**config.mk**
```make
export PLATFORM = sky130hd
export DESIGN_NAME = lss_cell
export DESIGN_NICKNAME = d
export VERILOG_FILES = /design/src/sv/lss_pkg.sv /design/src/sv/lss_cell.sv
export SDC_FILE = /design/constraint.sdc
export NUM_CORES = 1
export LEC_CHECK = 0
export BUFFER_PORTS_ARGS = -buffer_cell sky130_fd_sc_hd__buf_2
export CAP_MARGIN = 20
export CORE_ASPECT_RATIO = 1.1
export CORE_MARGIN = 1.5
export CORE_UTILIZATION = 47
export DETAILED_ROUTE_END_ITERATION = 6
export GPL_ROUTABILITY_DRIVEN = 0
export PLACE_DENSITY = 0.69
export SLEW_MARGIN = 20
export SYNTH_ARGS = -nofsm -noshare
export SYNTH_HDL_FRONTEND = slang
export SYNTH_SLANG_ARGS = --single-unit
```
**constraint.sdc**
```tcl
create_clock -name i_clk -period 6.3 [get_ports i_clk]
set_input_delay 1.26 -clock i_clk [delete_from_list [all_inputs] [get_ports i_clk]]
set_output_delay 1.26 -clock i_clk [all_outputs]
set_load 0.01 [all_outputs]
```
**src/sv/lss_pkg.sv**
```systemverilog
// lss_pkg: shared constants and types for the laplacian sharpening unit
// no dependencies; imported by lss_cell and laplacian_sharpen_3x3_unit

package lss_pkg;

    // pixel and configuration field widths
    localparam int PIX_BITS     = 8;
    localparam int PIX_MAX      = 255;
    localparam int CFG_W_BITS   = 12;
    localparam int CFG_H_BITS   = 13;
    localparam int CFG_IDX_BITS = 3;

    // defaults for the top level parameters
    localparam int DEF_MAX_WIDTH  = 2048;
    localparam int DEF_MAX_HEIGHT = 4096;
    localparam int DEF_COEF_BITS  = 8;

    // register reset values
    localparam int RESET_WIDTH  = 640;
    localparam int RESET_HEIGHT = 480;

    // register indexes
    localparam logic [CFG_IDX_BITS-1:0] REG_IMAGE_WIDTH   = 3'd0;
    localparam logic [CFG_IDX_BITS-1:0] REG_IMAGE_HEIGHT  = 3'd1;
    localparam logic [CFG_IDX_BITS-1:0] REG_KERNEL_LEFT   = 3'd2;
    localparam logic [CFG_IDX_BITS-1:0] REG_KERNEL_CENTRE = 3'd3;
    localparam logic [CFG_IDX_BITS-1:0] REG_KERNEL_RIGHT  = 3'd4;

    // grey conversion weights, q14
    localparam int GREY_B      = 1868;
    localparam int GREY_G      = 9617;
    localparam int GREY_R      = 4899;
    localparam int GREY_ROUND  = 8192;
    localparam int GREY_SHIFT  = 14;
    localparam int GREY_SUM_W  = 22;

    // sharpening gain, 0.99 in q16
    localparam int SCALE_Q16  = 64881;
    localparam int SCALE_BITS = 16;

    typedef struct packed {
        logic load;   // shift a new column into the cell
        logic calc;   // register the cell's weighted column sum
    } t_cell_ctl;

    typedef struct packed {
        logic border;
        logic last;
    } t_ctl;

endpackage

```
**src/sv/lss_cell.sv**
```systemverilog
// lss_cell: one column of the 3x3 grey window with its column of weights
// depends on lss_pkg; chained three deep in laplacian_sharpen_3x3_unit

module lss_cell #(
    parameter int COEF_BITS = lss_pkg::DEF_COEF_BITS
) (
    input  logic                                       i_clk,
    input  lss_pkg::t_cell_ctl                         i_ctl,
    input  logic [3*lss_pkg::PIX_BITS-1:0]             i_col,   // rows -1, 0, +1 from bit 0
    input  logic [3*COEF_BITS-1:0]                     i_coef,  // weights for rows -1, 0, +1
    output logic [3*lss_pkg::PIX_BITS-1:0]             o_col,
    output logic signed [COEF_BITS+lss_pkg::PIX_BITS+2:0] o_psum
);
    import lss_pkg::*;

    localparam int PROD_W = COEF_BITS + PIX_BITS + 1;
    localparam int PSUM_W = PROD_W + 2;

    logic [3*PIX_BITS-1:0]     r_col;
    logic signed [PSUM_W-1:0]  r_psum;
    logic signed [PROD_W-1:0]  prod [3];
    logic signed [PSUM_W-1:0]  n_psum;

    for (genvar k = 0; k < 3; k++) begin : g_tap
        assign prod[k] = $signed({1'b0, r_col[k*PIX_BITS +: PIX_BITS]})
                       * $signed(i_coef[k*COEF_BITS +: COEF_BITS]);
    end

    assign n_psum = $signed({{2{prod[0][PROD_W-1]}}, prod[0]})
                  + $signed({{2{prod[1][PROD_W-1]}}, prod[1]})
                  + $signed({{2{prod[2][PROD_W-1]}}, prod[2]});

    always_ff @(posedge i_clk) begin
        if (i_ctl.load) begin
            r_col <= i_col;
        end
        if (i_ctl.calc) begin
            r_psum <= n_psum;
        end
    end

    assign o_col  = r_col;
    assign o_psum = r_psum;

endmodule

```
==> reports/metrics.csv, run 1 <==
stage;metric;value;unit
drt;drt-met1-wl;7907;um
drt;drt-total-wl;18890;um
floorplanning;die_w;131.8;um
drt;wl_met3;682;um
run_status;status;complete, but fails checks;
place;dp_cells;1225;
drt;drtPass1Iterations;4;
logic_synthesis;synth_top_cell_area_share;38.74;%
logic_synthesis;async_flop_share;0;%
grt;grt_overflow;0;
final_layout;final_area;0.01029;sq mm
final_layout;layout-drive-gt1-share;21.00;%
grt;grt_max_degree;25;
sta;fin_crit_sh;101.4;%
logic_synthesis;yosysTopAreaCell;fa_1;
grt;grt_pass1_vias;6561;
floorplanning;initial_utilization;48.18;%
setup_path;path_class;in -> reg;
sta;period_minus_slack;6386;ps
logic_synthesis;synth-simple-area-share;14.29;%
place;placed_area;0.009754;sq mm
setup_path;worstPathMaxFanout;8;
logic_synthesis;synth_seq_cells;43;
grt;antenna_found_initial;0;
floorplanning;die_area;0.01907;sq mm
floorplanning;io_pins;94;
cts;ctsRootBufferMaster;clkbuf_16;
setup_path;arrival;6440;ps
sta;drv_slew;0;
drt;maxUsedRoutingLayer;met4;
cts;cts_buffers;5;
final_layout;layout.nets;1327;
cts;clk_path_buf_depth;2;
grt;grt_pass1_wl;31480;um
setup_path;end_kind;register;
setup_path;critPathLaunchType;input pin;
logic_synthesis;syn_inst;848;
drt;antenna_left;0;
cts;h-tree-depth;2;
sta;setup_viol;5;
sta;final-hold-violation-count;0;
cts;cts_tree;yes;
sta;skew;8.281;ps
sta;setup_slack;-86.49;ps
grt;grt_usage;21.36;%
place;dpl.hpwl;16240;um
logic_synthesis;synth.mux.area_fraction;0.1167;%
setup_path;crit_top_cell;fa_1;
setup_path;crit_chain;buf_12, nand2_4, fa_1, inv_2, fa_1, inv_1, fa_1, fa_1, inv_1, fa_1, inv_1, fa_1, inv_1, fa_1, ha_4, nor2b_4, o2111ai_4, a21oi_4, o41ai_2, xnor2_1;
logic_synthesis;synth_area_per_cell;10.12;sq um
drt;drt_first_iter_violations;204;
run_status;violations;negative setup slack;
drt;dr_wl_met2;9964;um
cts;cts.sinks;43;
sta;max_slew_margin;54.70;%
setup_path;critPathSlowestCell;fa_1;
cts;clkLatencyLatePin;310;ps
logic_synthesis;synth_seq_area_share;15.05;%
logic_synthesis;synth_edf_count;43;
final_layout;area_growth;19.98;%
sta;worstMarginPinSlew;679.5;ps
logic_synthesis;synthesis.area;0.008578;sq mm
drt;drc_errors;0;
cts;cts_hold_buf;0;
logic_synthesis;synth-xor-area-share;1.429;%
floorplanning;die_h;144.7;um
logic_synthesis;synth_top_family_by_area;adder cells;
drt;num_vias;6093;
logic_synthesis;yosys_warnings;0;
logic_synthesis;synthAdderAreaFrac;54.93;%
cts;path_clk_slew;70;ps
setup_path;slowest_delay;550;ps
logic_synthesis;synthTopCellsByArea;fa_1, ha_1, edfxtp_1;
flow_run;maxCapViolCount;0;
floorplanning;fp.coreArea;0.01780;sq mm
floorplanning;floorplan.rows;51;
sta;grt_setup_unrepaired;true;
setup_path;crit_family;adder cells;
place;io_buffers;93;
setup_path;path_buf_inv;6;
final_layout;diodes;0;
logic_synthesis;synth_fp_nets;1176;
setup_path;crit_required;6350;ps
final_layout;final_cells;1238;
drt;drt-wirelength-per-cell;15.26;um
logic_synthesis;yosys_most_used_dff;edfxtp_1;
worst_hold_path;hold_class;reg -> reg;
logic_synthesis;synth_compound_area_share;3.384;%
drt;via_per_inst;4.922;
sta;timing.fmax;0.1566;GHz
logic_synthesis;synth_cell_types;40;
## sequential cells by signal, indices dropped and copies added, names as in the netlist
signal / count
o_psum: 19
o_col: 24
## synth_stat cells (all sizes together), types with 3 or more instances
library cell,number
ha,111
nor2,21
inv,243
edfxtp,43
a21oi,11
nor3,4
nand2b,10
nand2,65
nand4,3
fa,166
and2,107
o21ai,5
xnor2,14
a21o,6
nor2b,11
nand3,4
## what timing repair did
item | CTS | global route
gates cloned | 0 | 0
setup endpoints to repair | 9 | 10
pin swaps | 13 | 19
buffers inserted | 1 | 4
resized for setup | 36 | 38
## area by class of cell
class                   count  area [sq um]
inverters                 243         912.1
well taps                 238         297.8
fillers                  1546          7511
flip-flops and latches     43          1291
clock inverters             3         71.32
multi-input cells         559          6654
repair buffers            147         940.9
clock buffers               5         125.1
## cell families after synthesis
logic type,count (synthesis)
adders and majority gates,277
and+or+nand+nor,230
muxes,1
DFF,43
AOI/OAI and AO/OA,37
buffers and inverters,246
xor gates and xnor gates,14
## metrics by stage
| step | utilization, % | setup TNS, ps | hold WS (ps) | setup slack [ps] |
|---|---|---|---|---|
| after floorplan | - | -88.70 | 820.3 | -64.02 |
| after CTS | 56.79 | -222.8 | 1005 | -116.7 |
| after global placement | 54.79 | -4287 | 981.2 | -486.2 |
| after global routing | 57.81 | -1604 | 1028 | -240.2 |
| final | 57.81 | -209.5 | 973.3 | -86.49 |
| after detailed placement | 54.79 | -4959 | 975.3 | -527.8 |
## per-layer routing
layer  global-route usage (%)  vias up
met5                        0        -
met4                    5.497        0
met3                    2.334       18
met2                    39.47      134
met1                    26.95     3105
li1                         -     2836
## cell usage in the layout, fill, tap and decap left out, types with 4 or more instances in the layout
cell type,synthesis,final
clkbuf_16,0,5
inv_1,243,235
fa_1,166,164
buf_4,0,55
ha_1,111,102
nor2b_1,10,10
ha_4,0,9
a21oi_2,2,4
xnor2_1,14,14
and2_1,106,97
a21oi_1,9,4
buf_2,1,84
nor2_1,21,20
and2_4,0,9
inv_2,0,8
buf_6,0,4
nand3_1,4,4
edfxtp_1,43,43
nand2b_1,10,9
nand2_1,65,62
a21o_1,6,6
## worst paths after layout
path | from | end | slack (ps) | cells past startpoint
worst max-delay path | i_coef[4] | o_psum[15] | -90 | 20
worst min-delay path | o_col[8] | o_psum[0] | 970 | 3
worst min register to register | o_col[8] | o_psum[0] | 970 | 3
worst max register to register | o_col[2] | o_psum[15] | 320 | 19
## worst min-delay path: cells and delay by family (launching register included)
| family | cells | cell delay (ps) |
|---|---|---|
| adders and majority gates | 1 | 140 |
| buffers and inverters | 1 | 170 |
| DFF | 1 | 390 |
| and+or+nand+nor | 1 | 170 |
Power of run 1 is not shown: default switching activity piles up to over one toggle a cycle in this logic, so the estimate is an artifact.
==> inputs of run 2 (changes only) <==
--- a/config.mk
+++ b/config.mk
@@ -5,8 +5,9 @@
 export SDC_FILE = /design/constraint.sdc
 export NUM_CORES = 1
 export LEC_CHECK = 0
+export ABC_AREA = 1
 export BUFFER_PORTS_ARGS = -buffer_cell sky130_fd_sc_hd__buf_2
-export CAP_MARGIN = 20
+export CAP_MARGIN = 25
 export CORE_ASPECT_RATIO = 1.1
 export CORE_MARGIN = 1.5
 export CORE_UTILIZATION = 47
==> reports/metrics.csv, run 2 <==
stage;metric;value;unit;change
cts;cts_tree;yes;;unchanged
sta;drv_slew;0;;unchanged
cts;cts.sinks;43;;unchanged
drt;drt_first_iter_violations;357;;was 204
logic_synthesis;synth_cell_types;22;;was 40
place;io_buffers;93;;unchanged
logic_synthesis;synth_area_per_cell;8.348;sq um;was 10.12 sq um
drt;num_vias;6775;;was 6093
drt;antenna_left;0;;unchanged
final_layout;layout.nets;1518;;was 1327
cts;cts_hold_buf;0;;unchanged
floorplanning;die_h;148.1;um;was 144.7 um
final_layout;layout-drive-gt1-share;19.40;%;was 21.00%
sta;final-hold-violation-count;0;;unchanged
logic_synthesis;yosysTopAreaCell;fa_1;;unchanged
floorplanning;die_area;0.01999;sq mm;was 0.01907 sq mm
place;dpl.hpwl;17040;um;was 16240 um
logic_synthesis;async_flop_share;0;%;unchanged
flow_run;maxCapViolCount;0;;unchanged
sta;worstMarginPinSlew;695.8;ps;was 679.5 ps
drt;drtPass1Iterations;5;;was 4
grt;grt_pass1_wl;33260;um;was 31480 um
grt;grt_util_met2;37.21;%;was 39.47%
logic_synthesis;yosys_most_used_dff;edfxtp_1;;unchanged
logic_synthesis;synthesis.area;0.008999;sq mm;was 0.008578 sq mm
sta;grt_setup_unrepaired;true;;unchanged
final_layout;layout_commonest_cell;inv_1;;unchanged
drt;drc_errors;0;;unchanged
grt;grt_use_met1;27.04;%;was 26.95%
sta;setup_viol;0;;was 5
logic_synthesis;yosys_warnings;0;;unchanged
setup_path;worstPathMaxFanout;4;;was 8
run_status;status;finished, final reports clean;;was complete, but fails checks
floorplanning;initial_utilization;48.36;%;was 48.18%
setup_path;r2r_slack;510;ps;was 320 ps
cts;clk_path_buf_depth;2;;unchanged
cts;h-tree-depth;2;;unchanged
setup_path;arrival;6330;ps;was 6440 ps
logic_synthesis;synth_fp_nets;1406;;was 1176
logic_synthesis;synth_top_cell_area_share;36.93;%;was 38.74%
grt;grt_pass1_vias;7247;;was 6561
drt;drt-wirelength-per-cell;13.81;um;was 15.26 um
sta;skew;7.212;ps;was 8.281 ps
final_layout;area_growth;16.10;%;was 19.98%
grt;busiest_layer;met2;;unchanged
cts;clkLatencyLatePin;310;ps;about the same
grt;antenna_found_initial;0;;unchanged
floorplanning;floorplan.rows;52;;was 51
grt;grt_overflow;0;;unchanged
setup_path;end_kind;register;;unchanged
sta;timing.fmax;0.1595;GHz;was 0.1566 GHz
logic_synthesis;synth_edf_count;43;;unchanged
final_layout;utilization;56.15;%;was 57.81%
final_layout;layout_common_cells;inv_1, nand2_1, fa_1, ha_1, buf_2;;was inv_1, fa_1, ha_1, and2_1, buf_2
setup_path;critPathLaunchType;input pin;;unchanged
setup_path;path_class;in -> reg;;unchanged
logic_synthesis;syn_inst;1078;;was 848
final_layout;largest_register_ffs;24;;unchanged
logic_synthesis;synth_seq_cells;43;;unchanged
logic_synthesis;synthTopCellsByArea;fa_1, inv_1, ha_1;;was fa_1, ha_1, edfxtp_1
sta;fin_crit_sh;99.49;%;was 101.4%
drt;drt-total-wl;19810;um;was 18890 um
grt;grt_max_degree;25;;unchanged
grt;met3_usage;3.476;%;was 2.334%
final_layout;diodes;0;;unchanged
floorplanning;fp.coreArea;0.01861;sq mm;was 0.01780 sq mm
floorplanning;io_pins;94;;unchanged
cts;cts_buffers;5;;unchanged
grt;grt_usage;21.41;%;was 21.36%
setup_path;crit_required;6360;ps;was 6350 ps
floorplanning;die_w;134.9;um;was 131.8 um
cts;ctsRootBufferMaster;clkbuf_16;;unchanged
logic_synthesis;synth_commonest_cells;inv_1, nand2_1, fa_1, ha_1, clkbuf_1;;was inv_1, fa_1, ha_1, and2_1, nand2_1
logic_synthesis;synth.most_common_cell;inv_1;;unchanged
worst_hold_path;hold_class;reg -> reg;;unchanged
sta;max_slew_margin;53.61;%;was 54.70%
cts;path_clk_slew;70;ps;about the same
logic_synthesis;synth_seq_area_share;14.35;%;was 15.05%
sta;period_minus_slack;6268;ps;was 6386 ps
drt;via_per_inst;4.725;;was 4.922
## run 2: cell types whose count changed after synthesis, sizes merged, moves of 6 or more
cell    change
nand2     +190
inv       +143
and2      -107
clkbuf     +43
nor2b      -11
xnor2      -11
nand2b     -10
nand3       +9
a21o        -6
or2         +6
## run 2: per-layer routing
layer | up-vias | wire length, um
li1 | 3217 | -
met1 | 3326 | 8109
met2 | 192 | 10030
met3 | 40 | 1021
met4 | 0 | 645
met5 | - | 0
## run 2: cells by family (layout without fill, tap and decap cells)
logic type | count (synthesis) | count (layout) | share of synthesized area (%)
AOI/OAI and AO/OA | 10 | 10 | 0.6258
xor gates and xnor gates | 8 | 8 | 0.7787
adders and majority gates | 277 | 277 | 52.36
buffers and inverters | 434 | 547 | 18.10
DFF | 43 | 43 | 14.35
and+or+nand+nor | 306 | 306 | 13.78
## run 2: final timing paths
| path | startpoint | end | cells past startpoint |
|---|---|---|---|
| max | i_coef[15] | o_psum[17] | 24 |
| min | o_col[8] | o_psum[0] | 4 |
| max reg2reg | o_col[4] | o_psum[11] | 19 |
| min reg2reg | o_col[8] | o_psum[0] | 4 |
## run 2: through the flow
step	TNS (ps)	cells	area (sq um)	setup WS, ps	hold slack (ps)
finish	0	1434	10450	32.32	1001
CTS	0	1431	10200	3.802	1020
global route	-346.7	1434	10450	-109.8	1059
detailed placement	-3391	1423	10010	-354.6	991.9
global placement	-2473	1423	10010	-246.8	985.8
floorplan	0	1078	9009	1.573	935.7
## run 2: timing repair
item                       4_1_cts  5_1_grt
pin swaps                        1       30
resized for setup                4       61
setup endpoints to repair        3       12
gates cloned                     0        0
buffers inserted                 0        3
## run 2: cell type report
cell class | count | area (sq um)
fillers | 1729 | 8160
multi-input cells | 601 | 6281
inverters | 389 | 1470
flip-flops and latches | 43 | 1291
repair buffers | 150 | 928.4
well taps | 243 | 304.0
clock buffers | 5 | 125.1
clock inverters | 3 | 47.55
## run 2: critical path: stages
cell and delay, ps:
buf_8 90, inv_8 40, or2_4 220, fa_1 510, inv_1 50, fa_1 470, inv_1 50, fa_1 540
inv_2 60, fa_2 610, fa_2 440, fa_1 520, inv_2 40, fa_1 520, inv_2 50, ha_4 280
nand2_2 70, inv_2 70, nand2_1 70, nand2_2 70, a21oi_2 60, buf_4 130, nand3_1 70, nand2_1 50
Power of run 2 is left out for the same reason.
==> inputs of run 3 (changes only) <==
--- a/config.mk
+++ b/config.mk
@@ -8,12 +8,14 @@
 export ABC_AREA = 1
 export BUFFER_PORTS_ARGS = -buffer_cell sky130_fd_sc_hd__buf_2
 export CAP_MARGIN = 25
+export CELL_PAD_IN_SITES_DETAIL_PLACEMENT = 0
+export CELL_PAD_IN_SITES_GLOBAL_PLACEMENT = 1
 export CORE_ASPECT_RATIO = 1.1
 export CORE_MARGIN = 1.5
-export CORE_UTILIZATION = 47
+export CORE_UTILIZATION = 42
 export DETAILED_ROUTE_END_ITERATION = 6
 export GPL_ROUTABILITY_DRIVEN = 0
-export PLACE_DENSITY = 0.69
+export PLACE_DENSITY_LB_ADDON = 0.1
 export SLEW_MARGIN = 20
 export SYNTH_ARGS = -nofsm -noshare
 export SYNTH_HDL_FRONTEND = slang
==> reports/metrics.csv, run 3 (synthesis gave the netlist of run 2 again) <==
stage;metric;value;unit;change
drt;drt-wirelength-per-cell;13.58;um;was 13.81 um
setup_path;r2r-start;o_col[2];;was o_col[4]
sta;skew;16.98;ps;was 7.212 ps
cts;path_clk_slew;70;ps;about the same
setup_path;crit_top_cell;fa_1;;unchanged
floorplanning;io_pins;94;;unchanged
final_layout;layout-drive-gt1-share;18.86;%;was 19.40%
floorplanning;fp.coreArea;0.02078;sq mm;was 0.01861 sq mm
setup_path;r2r_cells;22;;was 19
setup_path;slowest_delay;590;ps;was 610 ps
place;dp_cells;1469;;was 1423
grt;grt_overflow;0;;unchanged
setup_path;critPathSlowestCell;fa_1;;was fa_2
place;dpl.hpwl;17720;um;was 17040 um
final_layout;area_growth;16.56;%;was 16.10%
cts;clkLatencyLatePin;310;ps;about the same
final_layout;final_cells;1478;;was 1434
floorplanning;die_w;142.6;um;was 134.9 um
setup_path;end_kind;register;;unchanged
drt;drt_first_iter_violations;190;;was 357
final_layout;seq_area;0.001291;sq mm;unchanged
setup_path;r2r_slack;620;ps;was 510 ps
sta;fin_crit_sh;97.19;%;was 99.49%
setup_path;crit_chain;buf_4, inv_4, or2_2, fa_1, inv_1, fa_1, inv_1, fa_1, inv_1, fa_1, fa_1, fa_1, inv_1, fa_1, inv_2, ha_4, nand2_2, buf_4, nor2_4, nand3_2, nand4_1, nand2_1;;was buf_8, inv_8, or2_4, fa_1, inv_1, fa_1, inv_1, fa_1, inv_2, fa_2, fa_2, fa_1, inv_2, fa_1, inv_2, ha_4, nand2_2, inv_2, nand2_1, nand2_2, a21oi_2, buf_4, nand3_1, nand2_1
setup_path;startpoint;i_coef[15];;unchanged
cts;ctsRootBufferMaster;clkbuf_16;;unchanged
worst_hold_path;hold_path_startpoint;o_col[0];;was o_col[8]
final_layout;layout_common_cells;inv_1, nand2_1, fa_1, ha_1, buf_2;;unchanged
setup_path;crit_cells;22;;was 24
sta;max_slew_margin;47.86;%;was 53.61%
flow_run;maxCapViolCount;0;;unchanged
setup_path;worstPathMaxFanout;6;;was 4
setup_path;crit_required;6360;ps;about the same
drt;num_vias;6578;;was 6775
final_layout;multi_input_area;0.006279;sq mm;was 0.006281 sq mm
cts;cts_tree;yes;;unchanged
cts;h-tree-depth;2;;unchanged
place;io_buffers;93;;unchanged
final_layout;nFillCells;2115;;was 1729
floorplanning;die_area;0.02231;sq mm;was 0.01999 sq mm
place;placed_area;0.01009;sq mm;was 0.01001 sq mm
final_layout;final_area;0.01049;sq mm;was 0.01045 sq mm
run_status;status;finished, final reports clean;;unchanged
sta;drv_slew;0;;unchanged
floorplanning;floorplan.rows;55;;was 52
final_layout;layout.nets;1520;;was 1518
sta;grt_setup_unrepaired;true;;unchanged
grt;grt_usage;19.90;%;was 21.41%
cts;cts.sinks;43;;unchanged
final_layout;utilization;50.47;%;was 56.15%
final_layout;diodes;0;;unchanged
drt;drtPass1Iterations;4;;was 5
worst_hold_path;hold_class;reg -> reg;;unchanged
setup_path;crit_family;adder cells;;unchanged
floorplanning;die_h;156.5;um;was 148.1 um
final_layout;largest_register_ffs;24;;unchanged
final_layout;layout_commonest_cell;inv_1;;unchanged
sta;fin_tns_setup;0;ps;unchanged
drt;drt-total-wl;20070;um;was 19810 um
setup_path;critPathLaunchType;input pin;;unchanged
setup_path;arrival;6180;ps;was 6330 ps
grt;grt_pass1_wl;33580;um;was 33260 um
drt;drc_errors;0;;unchanged
floorplanning;initial_utilization;43.30;%;was 48.36%
sta;timing.fmax;0.1633;GHz;was 0.1595 GHz
grt;grt_pass1_vias;6686;;was 7247
sta;setup_viol;0;;unchanged
grt;grt_max_degree;25;;unchanged
setup_path;path_buf_inv;8;;was 9
sta;final-hold-violation-count;0;;unchanged
cts;clk_path_buf_depth;2;;unchanged
drt;via_per_inst;4.451;;was 4.725
sta;worstMarginPinSlew;782.1;ps;was 695.8 ps
grt;antenna_found_initial;1;;was 0
setup_path;path_class;in -> reg;;unchanged
drt;antenna_left;0;;unchanged
setup_path;reg2reg_to;o_psum[18];;was o_psum[11]
setup_path;crit_end;o_psum[15];;was o_psum[17]
cts;cts_buffers;5;;unchanged
sta;period_minus_slack;6123;ps;was 6268 ps
## run 3: cell count changes in the layout (fill, tap and decap cells not counted), sizes merged
cell / before / now
clkbuf: 8 / 6
clkinvlp: 0 / 1
inv: 389 / 390
clkinv: 2 / 0
buf: 147 / 151
## run 3: tightest hold or removal path, stage by stage (launching register included)
cell	delay (ps)
edfxtp_1	580
nand2_1	90
inv_1	50
ha_1	120
ha_1	120
## run 3: layout make-up
cell class	count	area share (%)
Sequential cell	43	12.31
Clock buffer	5	1.193
Multi-Input combinational cell	601	59.86
Tap cell	285	3.400
Timing Repair Buffer	152	8.827
Clock inverter	3	0.4414
Inverter	389	13.97
## run 3: per-stage QoR
stage	hold WS, ps	setup WS (ps)
2_1_floorplan	935.7	1.573
3_3_place_gp	1068	-322.9
3_5_place_dp	1045	-362.6
4_1_cts	1070	2.226
5_1_grt	1099	-32.93
6_report	1067	176.8
## run 3: routing by layer
layer	GRT usage, %	up-vias	part of all wire [%]
li1	-	3219	-
met1	26.93	3234	45
met2	34.47	111	50
met3	1.928	14	3.2
met4	4.664	0	1.7
met5	0	-	0
## run 3: how the worst min path moves through the flow
stage / slack [ps] / depth (start not counted) / endpoint
5_1_grt: 1100 / 1 / o_col[12]
6_report: 1070 / 4 / o_psum[0]
2_1_floorplan: 940 / 4 / o_psum[0]
3_3_place_gp: 1070 / 4 / o_psum[0]
3_5_place_dp: 1050 / 4 / o_psum[0]
4_1_cts: 1070 / 4 / o_psum[0]
## run 3: what timing repair did
| action | in CTS | in global routing |
|---|---|---|
| hold buffers | 0 | 0 |
| gates cloned | 0 | 0 |
| resized for setup | 2 | 54 |
| pin swaps | 0 | 21 |
| buffers inserted | 0 | 1 |
| setup endpoints to repair | 2 | 12 |
Power of run 3 is left out for the same reason.
